<file path="src/assert_macros.svh">
// Assertion macros shared by the RTL of the scalar Kalman filter.
// No dependencies; define ASSERT_OFF to compile the checks out.
`ifndef ASSERT_MACROS_SVH
`define ASSERT_MACROS_SVH

`ifndef ASSERT_OFF

// Same-cycle implication, disabled while reset is low
`define SKF_ASSERT_IMP(lbl, clk, rstn, ante, cons, msg) \
  lbl: assert property (@(posedge clk) disable iff (!rstn) (ante) |-> (cons)) \
    else $error(msg);

// Next-cycle implication, disabled while reset is low
`define SKF_ASSERT_NXT(lbl, clk, rstn, ante, cons, msg) \
  lbl: assert property (@(posedge clk) disable iff (!rstn) (ante) |=> (cons)) \
    else $error(msg);

`else

`define SKF_ASSERT_IMP(lbl, clk, rstn, ante, cons, msg)
`define SKF_ASSERT_NXT(lbl, clk, rstn, ante, cons, msg)

`endif

`endif

</file>
<file path="src/skf_pkg.sv">
// Shared types, constants and the microcode ROM of the scalar Kalman filter.
// No dependencies.
package skf_pkg;

  // configuration port
  localparam int CFG_AW = 4;
  localparam int CFG_DW = 32;

  // fixed-point widths
  localparam int COV_W  = 32;   // Q8.24 covariance and noise terms
  localparam int FRAC_W = 24;   // fraction bits of gain and covariance
  localparam int GAIN_W = 25;   // Q1.24 gain, up to exactly 1.0
  localparam int DEN_W  = COV_W + 1;
  localparam int REM_W  = COV_W + 2;

  localparam logic [GAIN_W-1:0] GAIN_ONE = GAIN_W'(1) << FRAC_W;

  // sequencer
  localparam int STEP_W = 4;
  localparam int CNT_W  = 5;
  localparam logic [CNT_W-1:0] DIV_LAST = CNT_W'(GAIN_W - 1);

  typedef logic [STEP_W-1:0] skf_step_t;

  // register map, index = paddr / 4
  typedef enum logic [1:0] {
    REG_PNOISE,
    REG_MNOISE,
    REG_INIT_EST,
    REG_INIT_COV
  } skf_reg_t;

  // datapath operations
  typedef enum logic [3:0] {
    OP_NOP,
    OP_ACCEPT,
    OP_PRED,
    OP_DENOM,
    OP_DIV,
    OP_GAIN,
    OP_MUL_EST,
    OP_EST_COV,
    OP_FINISH
  } skf_op_t;

  // jump conditions
  typedef enum logic [2:0] {
    COND_NEVER,
    COND_ALWAYS,
    COND_NO_INPUT,
    COND_LOOP,
    COND_OUT_BUSY
  } skf_cond_t;

  // one microcode word
  typedef struct packed {
    logic      in_rdy;
    logic      cnt_load;
    skf_cond_t cond;
    skf_step_t target;
    skf_op_t   op;
  } skf_uop_t;

  // status fed back to the sequencer
  typedef struct packed {
    logic in_valid;
    logic out_busy;
  } skf_stat_t;

  // program addresses
  localparam skf_step_t ST_ACCEPT   = 4'd0;
  localparam skf_step_t ST_PRED     = 4'd1;
  localparam skf_step_t ST_DENOM    = 4'd2;
  localparam skf_step_t ST_DIV      = 4'd3;
  localparam skf_step_t ST_GAIN     = 4'd4;
  localparam skf_step_t ST_MUL_EST  = 4'd5;
  localparam skf_step_t ST_EST_COV  = 4'd6;
  localparam skf_step_t ST_WAIT_OUT = 4'd7;
  localparam skf_step_t ST_FINISH   = 4'd8;

  // Microcode ROM: jump to target when cond holds, else fall through
  function automatic skf_uop_t ucode(input skf_step_t step);
    skf_uop_t u;
    u = '{in_rdy: 1'b0, cnt_load: 1'b0, cond: COND_NEVER,
          target: ST_ACCEPT, op: OP_NOP};
    unique case (step)
      ST_ACCEPT: begin
        u.in_rdy = 1'b1;
        u.op     = OP_ACCEPT;
        u.cond   = COND_NO_INPUT;
        u.target = ST_ACCEPT;
      end
      ST_PRED:  u.op = OP_PRED;
      ST_DENOM: begin
        u.op       = OP_DENOM;
        u.cnt_load = 1'b1;
      end
      ST_DIV: begin
        u.op     = OP_DIV;
        u.cond   = COND_LOOP;
        u.target = ST_DIV;
      end
      ST_GAIN:    u.op = OP_GAIN;
      ST_MUL_EST: u.op = OP_MUL_EST;
      ST_EST_COV: u.op = OP_EST_COV;
      ST_WAIT_OUT: begin
        u.cond   = COND_OUT_BUSY;
        u.target = ST_WAIT_OUT;
      end
      ST_FINISH: begin
        u.op     = OP_FINISH;
        u.cond   = COND_ALWAYS;
        u.target = ST_ACCEPT;
      end
      default: begin
        u.cond   = COND_ALWAYS;
        u.target = ST_ACCEPT;
      end
    endcase
    return u;
  endfunction

endpackage

</file>
<file path="src/skf_in_if.sv">
// Measurement channel: valid/ready handshake with one signed sample.
// No dependencies.
interface skf_in_if #(
  parameter int SAMPLE_WIDTH = 16
);
  logic                           valid;
  logic                           ready;
  logic signed [SAMPLE_WIDTH-1:0] measurement;

  modport source (output valid, output measurement, input ready);
  modport sink   (input valid, input measurement, output ready);
endinterface

</file>
<file path="src/skf_out_if.sv">
// Result channel: valid/ready handshake with estimate, gain and variance.
// Depends on skf_pkg for the fixed widths.
interface skf_out_if #(
  parameter int SAMPLE_WIDTH = 16
);
  logic                               valid;
  logic                               ready;
  logic signed [SAMPLE_WIDTH-1:0]     estimate;
  logic [skf_pkg::GAIN_W-1:0]         gain;
  logic [skf_pkg::COV_W-1:0]          variance;

  modport source (output valid, output estimate, output gain, output variance,
                  input ready);
  modport sink   (input valid, input estimate, input gain, input variance,
                  output ready);
endinterface

</file>
<file path="src/skf_regs.sv">
// APB-style configuration registers of the Kalman filter, with reload strobe.
// Depends on skf_pkg.
module skf_regs #(
  parameter int SAMPLE_WIDTH = 16
) (
  input  logic                          clk,
  input  logic                          rst_n,
  input  logic                          psel,
  input  logic                          penable,
  input  logic                          pwrite,
  input  logic [skf_pkg::CFG_AW-1:0]    paddr,
  input  logic [skf_pkg::CFG_DW-1:0]    pwdata,
  output logic [skf_pkg::CFG_DW-1:0]    prdata,
  output logic [skf_pkg::COV_W-1:0]     pnoise,
  output logic [skf_pkg::COV_W-1:0]     mnoise,
  output logic [SAMPLE_WIDTH-1:0]       init_est,
  output logic [skf_pkg::COV_W-1:0]     init_cov,
  output logic                          reload
);

  logic [skf_pkg::COV_W-1:0] pnoise_r;
  logic [skf_pkg::COV_W-1:0] mnoise_r;
  logic [SAMPLE_WIDTH-1:0]   init_est_r;
  logic [skf_pkg::COV_W-1:0] init_cov_r;
  logic                      reload_r;
  logic                      wr;
  skf_pkg::skf_reg_t         idx;

  assign wr  = psel & penable & pwrite;
  assign idx = skf_pkg::skf_reg_t'(paddr[skf_pkg::CFG_AW-1:2]);

  // register file; reload strobe follows every write and reset
  always_ff @(posedge clk) begin
    if (!rst_n) begin
      pnoise_r   <= 32'd17;
      mnoise_r   <= 32'd1677722;
      init_est_r <= SAMPLE_WIDTH'(32'd6400);
      init_cov_r <= 32'd83886080;
      reload_r   <= 1'b1;
    end else begin
      reload_r <= wr;
      if (wr) begin
        unique case (idx)
          skf_pkg::REG_PNOISE:   pnoise_r   <= pwdata;
          skf_pkg::REG_MNOISE:   mnoise_r   <= pwdata;
          skf_pkg::REG_INIT_EST: init_est_r <= pwdata[SAMPLE_WIDTH-1:0];
          skf_pkg::REG_INIT_COV: init_cov_r <= pwdata;
          default: ;
        endcase
      end
    end
  end

  // read mux
  always_comb begin
    unique case (idx)
      skf_pkg::REG_PNOISE:   prdata = pnoise_r;
      skf_pkg::REG_MNOISE:   prdata = mnoise_r;
      skf_pkg::REG_INIT_EST: prdata = skf_pkg::CFG_DW'(init_est_r);
      skf_pkg::REG_INIT_COV: prdata = init_cov_r;
      default:               prdata = '0;
    endcase
  end

  assign pnoise   = pnoise_r;
  assign mnoise   = mnoise_r;
  assign init_est = init_est_r;
  assign init_cov = init_cov_r;
  assign reload   = reload_r;

endmodule

</file>
<file path="src/skf_seq.sv">
// Microcode sequencer: step counter, loop counter and conditional jumps.
// Depends on skf_pkg (ROM contents and control word types).
module skf_seq (
  input  logic                clk,
  input  logic                rst_n,
  input  skf_pkg::skf_stat_t  stat,
  output skf_pkg::skf_uop_t   uop,
  output skf_pkg::skf_step_t  step
);

  skf_pkg::skf_step_t        step_r;
  skf_pkg::skf_step_t        step_nxt;
  logic [skf_pkg::CNT_W-1:0] cnt_r;
  logic [skf_pkg::CNT_W-1:0] cnt_nxt;
  logic                      take;

  // ROM fetch, jump decision and loop count
  always_comb begin
    uop = skf_pkg::ucode(step_r);
    unique case (uop.cond)
      skf_pkg::COND_NEVER:    take = 1'b0;
      skf_pkg::COND_ALWAYS:   take = 1'b1;
      skf_pkg::COND_NO_INPUT: take = !stat.in_valid;
      skf_pkg::COND_LOOP:     take = (cnt_r != '0);
      skf_pkg::COND_OUT_BUSY: take = stat.out_busy;
      default:                take = 1'b0;
    endcase
    step_nxt = take ? uop.target : step_r + 1'b1;

    cnt_nxt = cnt_r;
    if (uop.cnt_load) begin
      cnt_nxt = skf_pkg::DIV_LAST;
    end else if (uop.op == skf_pkg::OP_DIV && cnt_r != '0) begin
      cnt_nxt = cnt_r - 1'b1;
    end
  end

  always_ff @(posedge clk) begin
    if (!rst_n) begin
      step_r <= skf_pkg::ST_ACCEPT;
      cnt_r  <= '0;
    end else begin
      step_r <= step_nxt;
      cnt_r  <= cnt_nxt;
    end
  end

  assign step = step_r;

endmodule

</file>
<file path="src/skf_dp.sv">
// Kalman filter datapath: state, restoring divider, shared multiplier,
// rounding/saturation and the result register. Depends on skf_pkg.
module skf_dp #(
  parameter int SAMPLE_WIDTH = 16
) (
  input  logic                              clk,
  input  logic                              rst_n,
  input  skf_pkg::skf_uop_t                 uop,
  input  logic [skf_pkg::COV_W-1:0]         pnoise,
  input  logic [skf_pkg::COV_W-1:0]         mnoise,
  input  logic [SAMPLE_WIDTH-1:0]           init_est,
  input  logic [skf_pkg::COV_W-1:0]         init_cov,
  input  logic                              reload,
  input  logic signed [SAMPLE_WIDTH-1:0]    in_measurement,
  input  logic                              out_ready,
  output logic                              out_valid,
  output logic signed [SAMPLE_WIDTH-1:0]    out_estimate,
  output logic [skf_pkg::GAIN_W-1:0]        out_gain,
  output logic [skf_pkg::COV_W-1:0]         out_variance,
  output logic                              out_busy
);

  localparam int SW   = SAMPLE_WIDTH;
  localparam int MB_W = (SW + 1 > skf_pkg::COV_W + 1) ? SW + 1 : skf_pkg::COV_W + 1;
  localparam int PW   = skf_pkg::GAIN_W + 1 + MB_W;
  localparam logic signed [PW-1:0]   RND_HALF = PW'(64'd1 << (skf_pkg::FRAC_W - 1));
  localparam logic signed [SW+1:0]   EST_MAX  = (SW + 2)'({1'b0, {(SW - 1){1'b1}}});
  localparam logic signed [SW+1:0]   EST_MIN  = ~EST_MAX;

  // state and work registers
  logic signed [SW-1:0]          meas_r;
  logic signed [SW-1:0]          est_r;
  logic [skf_pkg::COV_W-1:0]     cov_r;
  logic [skf_pkg::COV_W-1:0]     pred_r;
  logic signed [SW:0]            diff_r;
  logic [skf_pkg::DEN_W-1:0]     den_r;
  logic [skf_pkg::REM_W-1:0]     rem_r;
  logic [skf_pkg::GAIN_W-1:0]    quo_r;
  logic [skf_pkg::GAIN_W-1:0]    gain_r;
  logic signed [PW-1:0]          prod_r;
  logic                          out_valid_r;
  logic signed [SW-1:0]          out_est_r;
  logic [skf_pkg::GAIN_W-1:0]    out_gain_r;
  logic [skf_pkg::COV_W-1:0]     out_var_r;

  // combinational terms
  logic [skf_pkg::COV_W:0]       cov_sum;
  logic [skf_pkg::COV_W-1:0]     pred_sat;
  logic [skf_pkg::DEN_W-1:0]     den_sum;
  logic                          rem_ge;
  logic [skf_pkg::REM_W-1:0]     rem_sub;
  logic signed [skf_pkg::GAIN_W:0] mul_a;
  logic signed [MB_W-1:0]        mul_b;
  logic signed [PW-1:0]          mul_p;
  logic signed [PW-1:0]          prod_rnd;
  logic signed [PW-1:0]          delta_full;
  logic signed [SW+1:0]          est_sum;
  logic signed [SW-1:0]          est_new;
  logic [skf_pkg::COV_W:0]       cov_full;
  logic [skf_pkg::COV_W-1:0]     cov_new;

  // predicted covariance, saturating, and gain denominator
  assign cov_sum  = {1'b0, cov_r} + {1'b0, pnoise};
  assign pred_sat = cov_sum[skf_pkg::COV_W] ? '1 : cov_sum[skf_pkg::COV_W-1:0];
  assign den_sum  = {1'b0, pred_r} + {1'b0, mnoise};

  // one restoring-division step: compare, subtract, shift
  assign rem_ge  = (rem_r >= {1'b0, den_r});
  assign rem_sub = rem_ge ? rem_r - {1'b0, den_r} : rem_r;

  // shared multiplier: gain * diff, then (1 - gain) * pred
  always_comb begin
    if (uop.op == skf_pkg::OP_EST_COV) begin
      mul_a = $signed({1'b0, skf_pkg::GAIN_ONE - gain_r});
      mul_b = MB_W'($signed({1'b0, pred_r}));
    end else begin
      mul_a = $signed({1'b0, gain_r});
      mul_b = MB_W'(diff_r);
    end
  end
  assign mul_p = mul_a * mul_b;

  // estimate: round half up to Q8.8, add, saturate
  assign prod_rnd   = prod_r + RND_HALF;
  assign delta_full = prod_rnd >>> skf_pkg::FRAC_W;
  assign est_sum    = (SW + 2)'(est_r) + $signed(delta_full[SW+1:0]);
  always_comb begin
    if (est_sum > EST_MAX) begin
      est_new = EST_MAX[SW-1:0];
    end else if (est_sum < EST_MIN) begin
      est_new = EST_MIN[SW-1:0];
    end else begin
      est_new = est_sum[SW-1:0];
    end
  end

  // covariance: round to nearest, clamp to 32 bits
  assign cov_full = prod_rnd[skf_pkg::FRAC_W + skf_pkg::COV_W : skf_pkg::FRAC_W];
  assign cov_new  = cov_full[skf_pkg::COV_W] ? '1 : cov_full[skf_pkg::COV_W-1:0];

  // filter state, reloaded after reset and after every register write
  always_ff @(posedge clk) begin
    if (reload) begin
      est_r <= $signed(init_est);
      cov_r <= init_cov;
    end else begin
      if (uop.op == skf_pkg::OP_EST_COV) begin
        est_r <= est_new;
      end
      if (uop.op == skf_pkg::OP_FINISH) begin
        cov_r <= cov_new;
      end
    end
  end

  // work registers
  always_ff @(posedge clk) begin
    unique case (uop.op)
      skf_pkg::OP_ACCEPT: meas_r <= in_measurement;
      skf_pkg::OP_PRED: begin
        pred_r <= pred_sat;
        diff_r <= (SW + 1)'(meas_r) - (SW + 1)'(est_r);
      end
      skf_pkg::OP_DENOM: begin
        den_r <= den_sum;
        rem_r <= {2'b00, pred_r};
        quo_r <= '0;
      end
      skf_pkg::OP_DIV: begin
        quo_r <= {quo_r[skf_pkg::GAIN_W-2:0], rem_ge};
        rem_r <= {rem_sub[skf_pkg::REM_W-2:0], 1'b0};
      end
      skf_pkg::OP_GAIN:    gain_r <= (den_r == '0) ? '0 : quo_r;
      skf_pkg::OP_MUL_EST: prod_r <= mul_p;
      skf_pkg::OP_EST_COV: prod_r <= mul_p;
      skf_pkg::OP_FINISH: begin
        out_est_r  <= est_r;
        out_gain_r <= gain_r;
        out_var_r  <= cov_new;
      end
      default: ;
    endcase
  end

  // result register valid
  always_ff @(posedge clk) begin
    if (!rst_n) begin
      out_valid_r <= 1'b0;
    end else begin
      if (out_valid_r && out_ready) begin
        out_valid_r <= 1'b0;
      end
      if (uop.op == skf_pkg::OP_FINISH) begin
        out_valid_r <= 1'b1;
      end
    end
  end

  assign out_valid    = out_valid_r;
  assign out_estimate = out_est_r;
  assign out_gain     = out_gain_r;
  assign out_variance = out_var_r;
  assign out_busy     = out_valid_r & ~out_ready;

endmodule

</file>
<file path="src/scalar_kalman_filter.sv">
// Scalar Kalman filter (constant-state model), top level.
// Depends on skf_pkg, skf_in_if, skf_out_if, skf_regs, skf_seq, skf_dp and
// assert_macros.svh.
//
//   channel   direction  handshake             payload
//   in_ch     sink       valid/ready           measurement (signed Q8.8)
//   out_ch    source     valid/ready           estimate, gain (Q1.24), variance
//   apb       slave      psel/penable/pready   paddr, pwdata, prdata
//
// An item runs accept, predict, denominator, divide, gain, multiply, update,
// wait and finish before the next is accepted; the gain's restoring divider
// gives one quotient bit per cycle. Reset is synchronous, active low; the
// filter state loads from the initial registers in the cycle after reset and
// after each register write. A result waiting on out_ch does not block the
// next measurement; the sequencer only holds before writing a new result.
`include "assert_macros.svh"

module scalar_kalman_filter #(
  parameter int SAMPLE_WIDTH = 16
) (
  input  logic                          clk,
  input  logic                          rst_n,
  skf_in_if.sink                        in_ch,
  skf_out_if.source                     out_ch,
  input  logic                          psel,
  input  logic                          penable,
  input  logic                          pwrite,
  input  logic [skf_pkg::CFG_AW-1:0]    paddr,
  input  logic [skf_pkg::CFG_DW-1:0]    pwdata,
  output logic [skf_pkg::CFG_DW-1:0]    prdata,
  output logic                          pready
);

  logic [skf_pkg::COV_W-1:0] pnoise;
  logic [skf_pkg::COV_W-1:0] mnoise;
  logic [SAMPLE_WIDTH-1:0]   init_est;
  logic [skf_pkg::COV_W-1:0] init_cov;
  logic                      reload;
  logic                      out_busy;
  skf_pkg::skf_uop_t         uop;
  skf_pkg::skf_step_t        step;
  skf_pkg::skf_stat_t        stat;

  assign pready = 1'b1;

  // configuration registers
  skf_regs #(.SAMPLE_WIDTH(SAMPLE_WIDTH)) u_regs (
    .clk      (clk),
    .rst_n    (rst_n),
    .psel     (psel),
    .penable  (penable),
    .pwrite   (pwrite),
    .paddr    (paddr),
    .pwdata   (pwdata),
    .prdata   (prdata),
    .pnoise   (pnoise),
    .mnoise   (mnoise),
    .init_est (init_est),
    .init_cov (init_cov),
    .reload   (reload)
  );

  // microcode sequencer
  assign stat.in_valid = in_ch.valid;
  assign stat.out_busy = out_busy;

  skf_seq u_seq (
    .clk   (clk),
    .rst_n (rst_n),
    .stat  (stat),
    .uop   (uop),
    .step  (step)
  );

  assign in_ch.ready = uop.in_rdy;

  // datapath
  skf_dp #(.SAMPLE_WIDTH(SAMPLE_WIDTH)) u_dp (
    .clk            (clk),
    .rst_n          (rst_n),
    .uop            (uop),
    .pnoise         (pnoise),
    .mnoise         (mnoise),
    .init_est       (init_est),
    .init_cov       (init_cov),
    .reload         (reload),
    .in_measurement (in_ch.measurement),
    .out_ready      (out_ch.ready),
    .out_valid      (out_ch.valid),
    .out_estimate   (out_ch.estimate),
    .out_gain       (out_ch.gain),
    .out_variance   (out_ch.variance),
    .out_busy       (out_busy)
  );

  // checks
  `SKF_ASSERT_IMP(a_accept_at_head, clk, rst_n, in_ch.valid && in_ch.ready, step == skf_pkg::ST_ACCEPT, "measurement taken away from the program head")
  `SKF_ASSERT_NXT(a_accept_starts, clk, rst_n, in_ch.valid && in_ch.ready, step == skf_pkg::ST_PRED, "accepted transfer did not start the program")
  `SKF_ASSERT_IMP(a_result_from_finish, clk, rst_n, $rose(out_ch.valid), $past(step) == skf_pkg::ST_FINISH, "result raised outside the finish step")
  `SKF_ASSERT_IMP(a_gain_bound, clk, rst_n, out_ch.valid, out_ch.gain <= skf_pkg::GAIN_ONE, "gain above one")

endmodule

</file>
<file path="src/flat_wrapper.sv">
// flat-port wrapper written by rule: the top's interface ports become plain ports
module scalar_kalman_filter_flat 
#(
  parameter int SAMPLE_WIDTH = 16
)
  (clk, rst_n, psel, penable, pwrite, paddr, pwdata, prdata, pready, in_ch_valid, in_ch_measurement, in_ch_ready, out_ch_valid, out_ch_estimate, out_ch_gain, out_ch_variance, out_ch_ready);
  skf_in_if #(.SAMPLE_WIDTH(SAMPLE_WIDTH)) in_ch_i ();
  skf_out_if #(.SAMPLE_WIDTH(SAMPLE_WIDTH)) out_ch_i ();
  input  logic clk;
  input  logic rst_n;
  input  logic psel;
  input  logic penable;
  input  logic pwrite;
  input  logic [skf_pkg::CFG_AW-1:0] paddr;
  input  logic [skf_pkg::CFG_DW-1:0] pwdata;
  output logic [skf_pkg::CFG_DW-1:0] prdata;
  output logic pready;
  input wire logic [$bits(in_ch_i.valid)-1:0] in_ch_valid;
  input wire logic [$bits(in_ch_i.measurement)-1:0] in_ch_measurement;
  output wire logic [$bits(in_ch_i.ready)-1:0] in_ch_ready;
  output wire logic [$bits(out_ch_i.valid)-1:0] out_ch_valid;
  output wire logic [$bits(out_ch_i.estimate)-1:0] out_ch_estimate;
  output wire logic [$bits(out_ch_i.gain)-1:0] out_ch_gain;
  output wire logic [$bits(out_ch_i.variance)-1:0] out_ch_variance;
  input wire logic [$bits(out_ch_i.ready)-1:0] out_ch_ready;
  assign in_ch_i.valid = in_ch_valid;
  assign in_ch_i.measurement = in_ch_measurement;
  assign in_ch_ready = in_ch_i.ready;
  assign out_ch_valid = out_ch_i.valid;
  assign out_ch_estimate = out_ch_i.estimate;
  assign out_ch_gain = out_ch_i.gain;
  assign out_ch_variance = out_ch_i.variance;
  assign out_ch_i.ready = out_ch_ready;
  scalar_kalman_filter #(.SAMPLE_WIDTH(SAMPLE_WIDTH)) u_core (.clk(clk), .rst_n(rst_n), .in_ch(in_ch_i), .out_ch(out_ch_i), .psel(psel), .penable(penable), .pwrite(pwrite), .paddr(paddr), .pwdata(pwdata), .prdata(prdata), .pready(pready));
endmodule
</file>
<file path="config.mk">
export PLATFORM = sky130hd
export DESIGN_NAME = scalar_kalman_filter_flat
export DESIGN_NICKNAME = d
export VERILOG_FILES = /design/src/skf_pkg.sv /design/src/skf_in_if.sv /design/src/skf_out_if.sv /design/src/skf_regs.sv /design/src/skf_seq.sv /design/src/skf_dp.sv /design/src/scalar_kalman_filter.sv /design/src/flat_wrapper.sv
export VERILOG_INCLUDE_DIRS = /design/src /design/src/src
export SDC_FILE = /design/constraint.sdc
export NUM_CORES = 2
export LEC_CHECK = 0
export ABC_AREA = 1
export BUFFER_PORTS_ARGS = -buffer_cell sky130_fd_sc_hd__buf_2
export CAP_MARGIN = 20
export CELL_PAD_IN_SITES_DETAIL_PLACEMENT = 2
export CELL_PAD_IN_SITES_GLOBAL_PLACEMENT = 2
export CORE_ASPECT_RATIO = 1.25
export CORE_MARGIN = 1.5
export CORE_UTILIZATION = 36
export DETAILED_ROUTE_END_ITERATION = 6
export PLACE_DENSITY_LB_ADDON = 0.1
export REMOVE_ABC_BUFFERS = 1
export SLEW_MARGIN = 10
export SYNTH_ARGS = -nofsm -noshare
export SYNTH_HDL_FRONTEND = slang
export SYNTH_SLANG_ARGS = --single-unit
</file>
<file path="constraint.sdc">
create_clock -name clk -period 8.15 [get_ports clk]
set_input_delay 0.4075 -clock clk [delete_from_list [all_inputs] [get_ports clk]]
set_output_delay 0.4075 -clock clk [all_outputs]
set_load 0.05 [all_outputs]
</file>
==> flow_summary.rst <==
.. list-table::
   :header-rows: 1

   * - Metric
     - Value
   * - Setup clock skew after layout
     - 0.0267 ns
   * - Placement Rows
     - 159
   * - Required time reported for the critical path endpoint
     - 8.61 ns
   * - Number of remaining DRC errors
     - 0
   * - Clock-pin slew reported for the worst setup and hold paths after clock tree synthesis
     - 0.09 ns
   * - Post-synthesis sequential element count
     - 460
   * - Hold path endpoint
     - u_core.u_regs.init_cov[24]$_SDFFE_PN1P_
   * - Drt wl/cell
     - 26.3 um
   * - Fill cell count
     - 16,600
   * - Worst-case reg-to-reg path depth
     - 34
   * - Placed cell areas
     - 61,600 sq um
   * - Actual slew at the worst max-slew pin
     - 1.07 ns
   * - Number of antenna violations at the first check in global routing
     - 7
   * - Largest stage delay on the critical path
     - 0.59 ns
   * - Failing checks
     - setup timing
   * - Area of the mapped netlist
     - 54,600 sq um
   * - Worst setup margin
     - -0.0692 ns
   * - Async S/R FF share, synth
     - 0
   * - Critical path startpoint category
     - flop
   * - Maximum clock path buffer count
     - 3
   * - Total die area
     - 154,000 sq um
   * - Overall via count from detail_route
     - 48,000
   * - Root Buffer
     - sky130_fd_sc_hd__clkbuf_16
   * - Largest fanout of any net on the critical path
     - 12
   * - Total of max-cap violations
     - 0
   * - Time the worst path needs with I/O delays and setup
     - 8.22 ns
   * - Clock network latency to the later pin of the worst-skew pair
     - 0.63 ns
   * - Number of nets in the finished design
     - 8,328
   * - Clock tree from TritonCTS
     - done
   * - Grt total ovfl
     - 0
   * - Commonest cells after routing, fill and taps aside
     - sky130_fd_sc_hd__inv_1 (1,325), sky130_fd_sc_hd__nand2_1 (961), sky130_fd_sc_hd__nor2_1 (851)
   * - Category of the most critical setup path
     - flop to flop
   * - Worst flop-to-flop path startpoint
     - u_core.u_dp.gain_r[0]$_SDFFCE_PN0N_
   * - Cell depth of the worst min-delay path
     - 3
   * - Number of CTS-inserted buffers
     - 47
   * - Number of global-route vias before repair
     - 55,300
   * - Via/cell ratio
     - 5.22
   * - Hold Path Class
     - input pin to flop
   * - Fin. Hold Viols
     - 0
   * - Number of setup violations in the final report
     - 2
   * - Number of nets with antenna violations after routing
     - 0
   * - Reg2Reg Capture Point
     - u_core.u_dp.prod_r[42]$_DFFE_PP_
   * - Final estimated routing congestion in global placement
     - 0.922
   * - Gate count after technology mapping
     - 6,502
   * - Post-route fraction of the period consumed by the critical path
     - 1.01
   * - Half-perimeter wire length after detailed placement
     - 191,000 um
   * - Initial cell density of the core
     - 0.363
   * - Hold WS
     - 0.0395 ns
   * - Number of warning messages in the yosys log
     - 0
   * - Max frequency
     - 0.122 GHz
   * - Area added between synthesis and finish
     - 23.0%
   * - Final max-slew violation count
     - 0
   * - Synth unique cells
     - 58
   * - Aggregate global-route resource usage
     - 0.302
   * - Global-route wire length before repair
     - 346,000 um
   * - Setup Slack @ Placement
     - -0.523 ns
   * - Clock sink count
     - 460
   * - Horizontal die dimension
     - 351 um
   * - Number of port buffers
     - 163
   * - Cell area after layout
     - 67,200 sq um
   * - Sequential cell area fraction in the yosys report
     - 0.230
   * - Worst slew margin relative to its limit
     - 0.286
   * - Data arrival at the endpoint of the critical path
     - 8.68 ns
   * - Commonest non-fill, non-tap cell in the layout
     - sky130_fd_sc_hd__inv_1
   * - EDFF count, synth
     - 337
   * - Length of the first detailed-routing pass in iterations
     - 5
   * - Launch point of the worst hold path
     - pwdata[24]
   * - Top flip-flop cell by instance count after synthesis
     - sky130_fd_sc_hd__edfxtp_1
   * - Total inserted antenna cells
     - 0
   * - Layout cells sized above 1
     - 0.186
   * - Height of the die
     - 439 um
   * - Unrepaired setup endpoints after global routing
     - yes
   * - R2R Setup Slk
     - -0.07 ns
   * - Average instance area after synthesis
     - 8.40 sq um
   * - Max stage delay cell, worst path
     - sky130_fd_sc_hd__fa_1
   * - Number of DRC markers after the initial detailed-route iteration
     - 2,117
   * - Final-layout setup total negative slack
     - -0.103 ns
   * - Endpoint class of the critical path
     - flop
   * - I/O pin cnt
     - 167
   * - Cell with the most instances on the worst path
     - sky130_fd_sc_hd__fa_1
   * - Pin count of the biggest net entering global routing
     - 69
   * - H-tree depth reported by CTS
     - 2
   * - Placeable core region
     - 150,000 sq um
   * - Final routed wirelength across all metal layers
     - 241,000 um
   * - Run status
     - complete, but fails checks
[worst max-delay path: cells and delay by family (launching register included)]
| kind | cells | cell delay [ns] |
|---|---|---|
| simple gates | 15 | 2.26 |
| xor+xnor | 2 | 0.39 |
| fa+ha+maj | 8 | 3.74 |
| flops | 1 | 0.44 |
| buf+inv | 9 | 1.22 |
[worst max path at each step]
| stage | start | end | slack, ns | cells after the start |
|---|---|---|---|---|
| after detailed placement | u_core.u_seq.step[0]$_SDFF_PN0_ | u_core.u_dp.prod_r[48]$_DFFE_PP_ | -0.52 | 35 |
| after CTS | u_core.u_seq.step[0]$_SDFF_PN0_ | u_core.u_dp.prod_r[53]$_DFFE_PP_ | 0.001 | 38 |
| after floorplan | u_core.u_seq.step[0]$_SDFF_PN0_ | u_core.u_dp.prod_r[50]$_DFFE_PP_ | -0.84 | 35 |
| after global routing | u_core.u_seq.step[0]$_SDFF_PN0_ | u_core.u_dp.prod_r[34]$_DFFE_PP_ | -0.23 | 40 |
| after global placement | u_core.u_seq.step[0]$_SDFF_PN0_ | u_core.u_dp.prod_r[48]$_DFFE_PP_ | -0.41 | 35 |
| final | u_core.u_dp.gain_r[0]$_SDFFCE_PN0N_ | u_core.u_dp.prod_r[42]$_DFFE_PP_ | -0.07 | 34 |
[cells in the mapped netlist, types with 9 or more instances]
library cell | number | area [sq um]
sky130_fd_sc_hd__nand4_1 | 37 | 231
sky130_fd_sc_hd__a21oi_4 | 9 | 146
sky130_fd_sc_hd__fa_1 | 833 | 16700
sky130_fd_sc_hd__a21o_1 | 17 | 128
sky130_fd_sc_hd__edfxtp_1 | 337 | 10100
sky130_fd_sc_hd__o21bai_1 | 22 | 165
sky130_fd_sc_hd__nand3b_1 | 11 | 82.6
sky130_fd_sc_hd__inv_1 | 1369 | 5140
sky130_fd_sc_hd__or2_2 | 29 | 181
sky130_fd_sc_hd__xor2_1 | 116 | 1020
sky130_fd_sc_hd__o21ai_0 | 290 | 1450
sky130_fd_sc_hd__buf_2 | 69 | 345
sky130_fd_sc_hd__o2111ai_1 | 20 | 175
sky130_fd_sc_hd__a21oi_1 | 326 | 1630
sky130_fd_sc_hd__nand3_1 | 199 | 996
sky130_fd_sc_hd__inv_2 | 29 | 109
sky130_fd_sc_hd__buf_1 | 19 | 71.3
sky130_fd_sc_hd__clkbuf_1 | 111 | 417
sky130_fd_sc_hd__o21ai_1 | 16 | 80.1
sky130_fd_sc_hd__nand2_1 | 1012 | 3800
sky130_fd_sc_hd__nor4_1 | 29 | 181
sky130_fd_sc_hd__dfxtp_1 | 123 | 2460
sky130_fd_sc_hd__nor2_1 | 924 | 3470
sky130_fd_sc_hd__o211ai_1 | 36 | 270
sky130_fd_sc_hd__ha_1 | 292 | 3650
sky130_fd_sc_hd__o21a_1 | 12 | 90.1
sky130_fd_sc_hd__nor3_1 | 61 | 305
sky130_fd_sc_hd__xnor2_1 | 55 | 482
sky130_fd_sc_hd__a31oi_1 | 22 | 138
[metrics by stage]
stage | std cells | utilization
floorplan | 6295 | -
CTS | 9132 | 0.432
global placement | 8958 | 0.410
global route | 9194 | 0.447
detailed placement | 8958 | 0.410
finish | 9194 | 0.447
[flip-flops by register name, indices dropped and copies added, names as in the netlist, 25 cells and up]
signal	cells
u_core.u_dp.cov_r	32
u_core.u_dp.den_r	33
u_core.u_dp.gain_r	25
u_core.u_dp.out_gain	25
u_core.u_dp.out_variance	32
u_core.u_dp.pred_r	32
u_core.u_dp.prod_r	34
u_core.u_dp.quo_r	25
u_core.u_dp.rem_r	34
u_core.u_regs.init_cov	32
u_core.u_regs.mnoise	32
u_core.u_regs.pnoise	32
[what timing repair did]
item	in CTS	in global routing
hold buffers	17	0
cloned	5	12
pin swaps	65	124
setup endpoints to repair	28	34
gates resized for setup	185	364
endpoints found under the hold margin	17	0
buffers inserted	65	50
[routing by layer]
| metal | track usage | wire (um) |
|---|---|---|
| met2 | 0.581 | 130000 |
| met5 | 0 | 78 |
| met4 | 0.125 | 14500 |
| met3 | 0.0226 | 7410 |
| met1 | 0.337 | 89100 |
[logic make-up after synthesis]
| logic type | after synthesis | share of synthesized area |
|---|---|---|
| xor+xnor | 172 | 0.0277 |
| fa+ha+maj | 1125 | 0.372 |
| other cells | 1 | 0.0000686 |
| compound gates | 811 | 0.0845 |
| buf+inv | 1609 | 0.113 |
| simple gates | 2324 | 0.173 |
| flops | 460 | 0.230 |
[area by class of cell]
cell class                      count  area (sq um)  share of cell area
Timing Repair Buffer              800          7230               0.108
Clock inverter                     27           349             0.00519
Tap cell                         2012          2520              0.0375
Sequential cell                   460         12600               0.187
Inverter                         1402          5380              0.0800
Clock buffer                       60          1350              0.0201
Multi-Input combinational cell   4433         37800               0.562
Power is not shown: default switching activity piles up to over one toggle a cycle in this logic, so the estimate is an artifact.
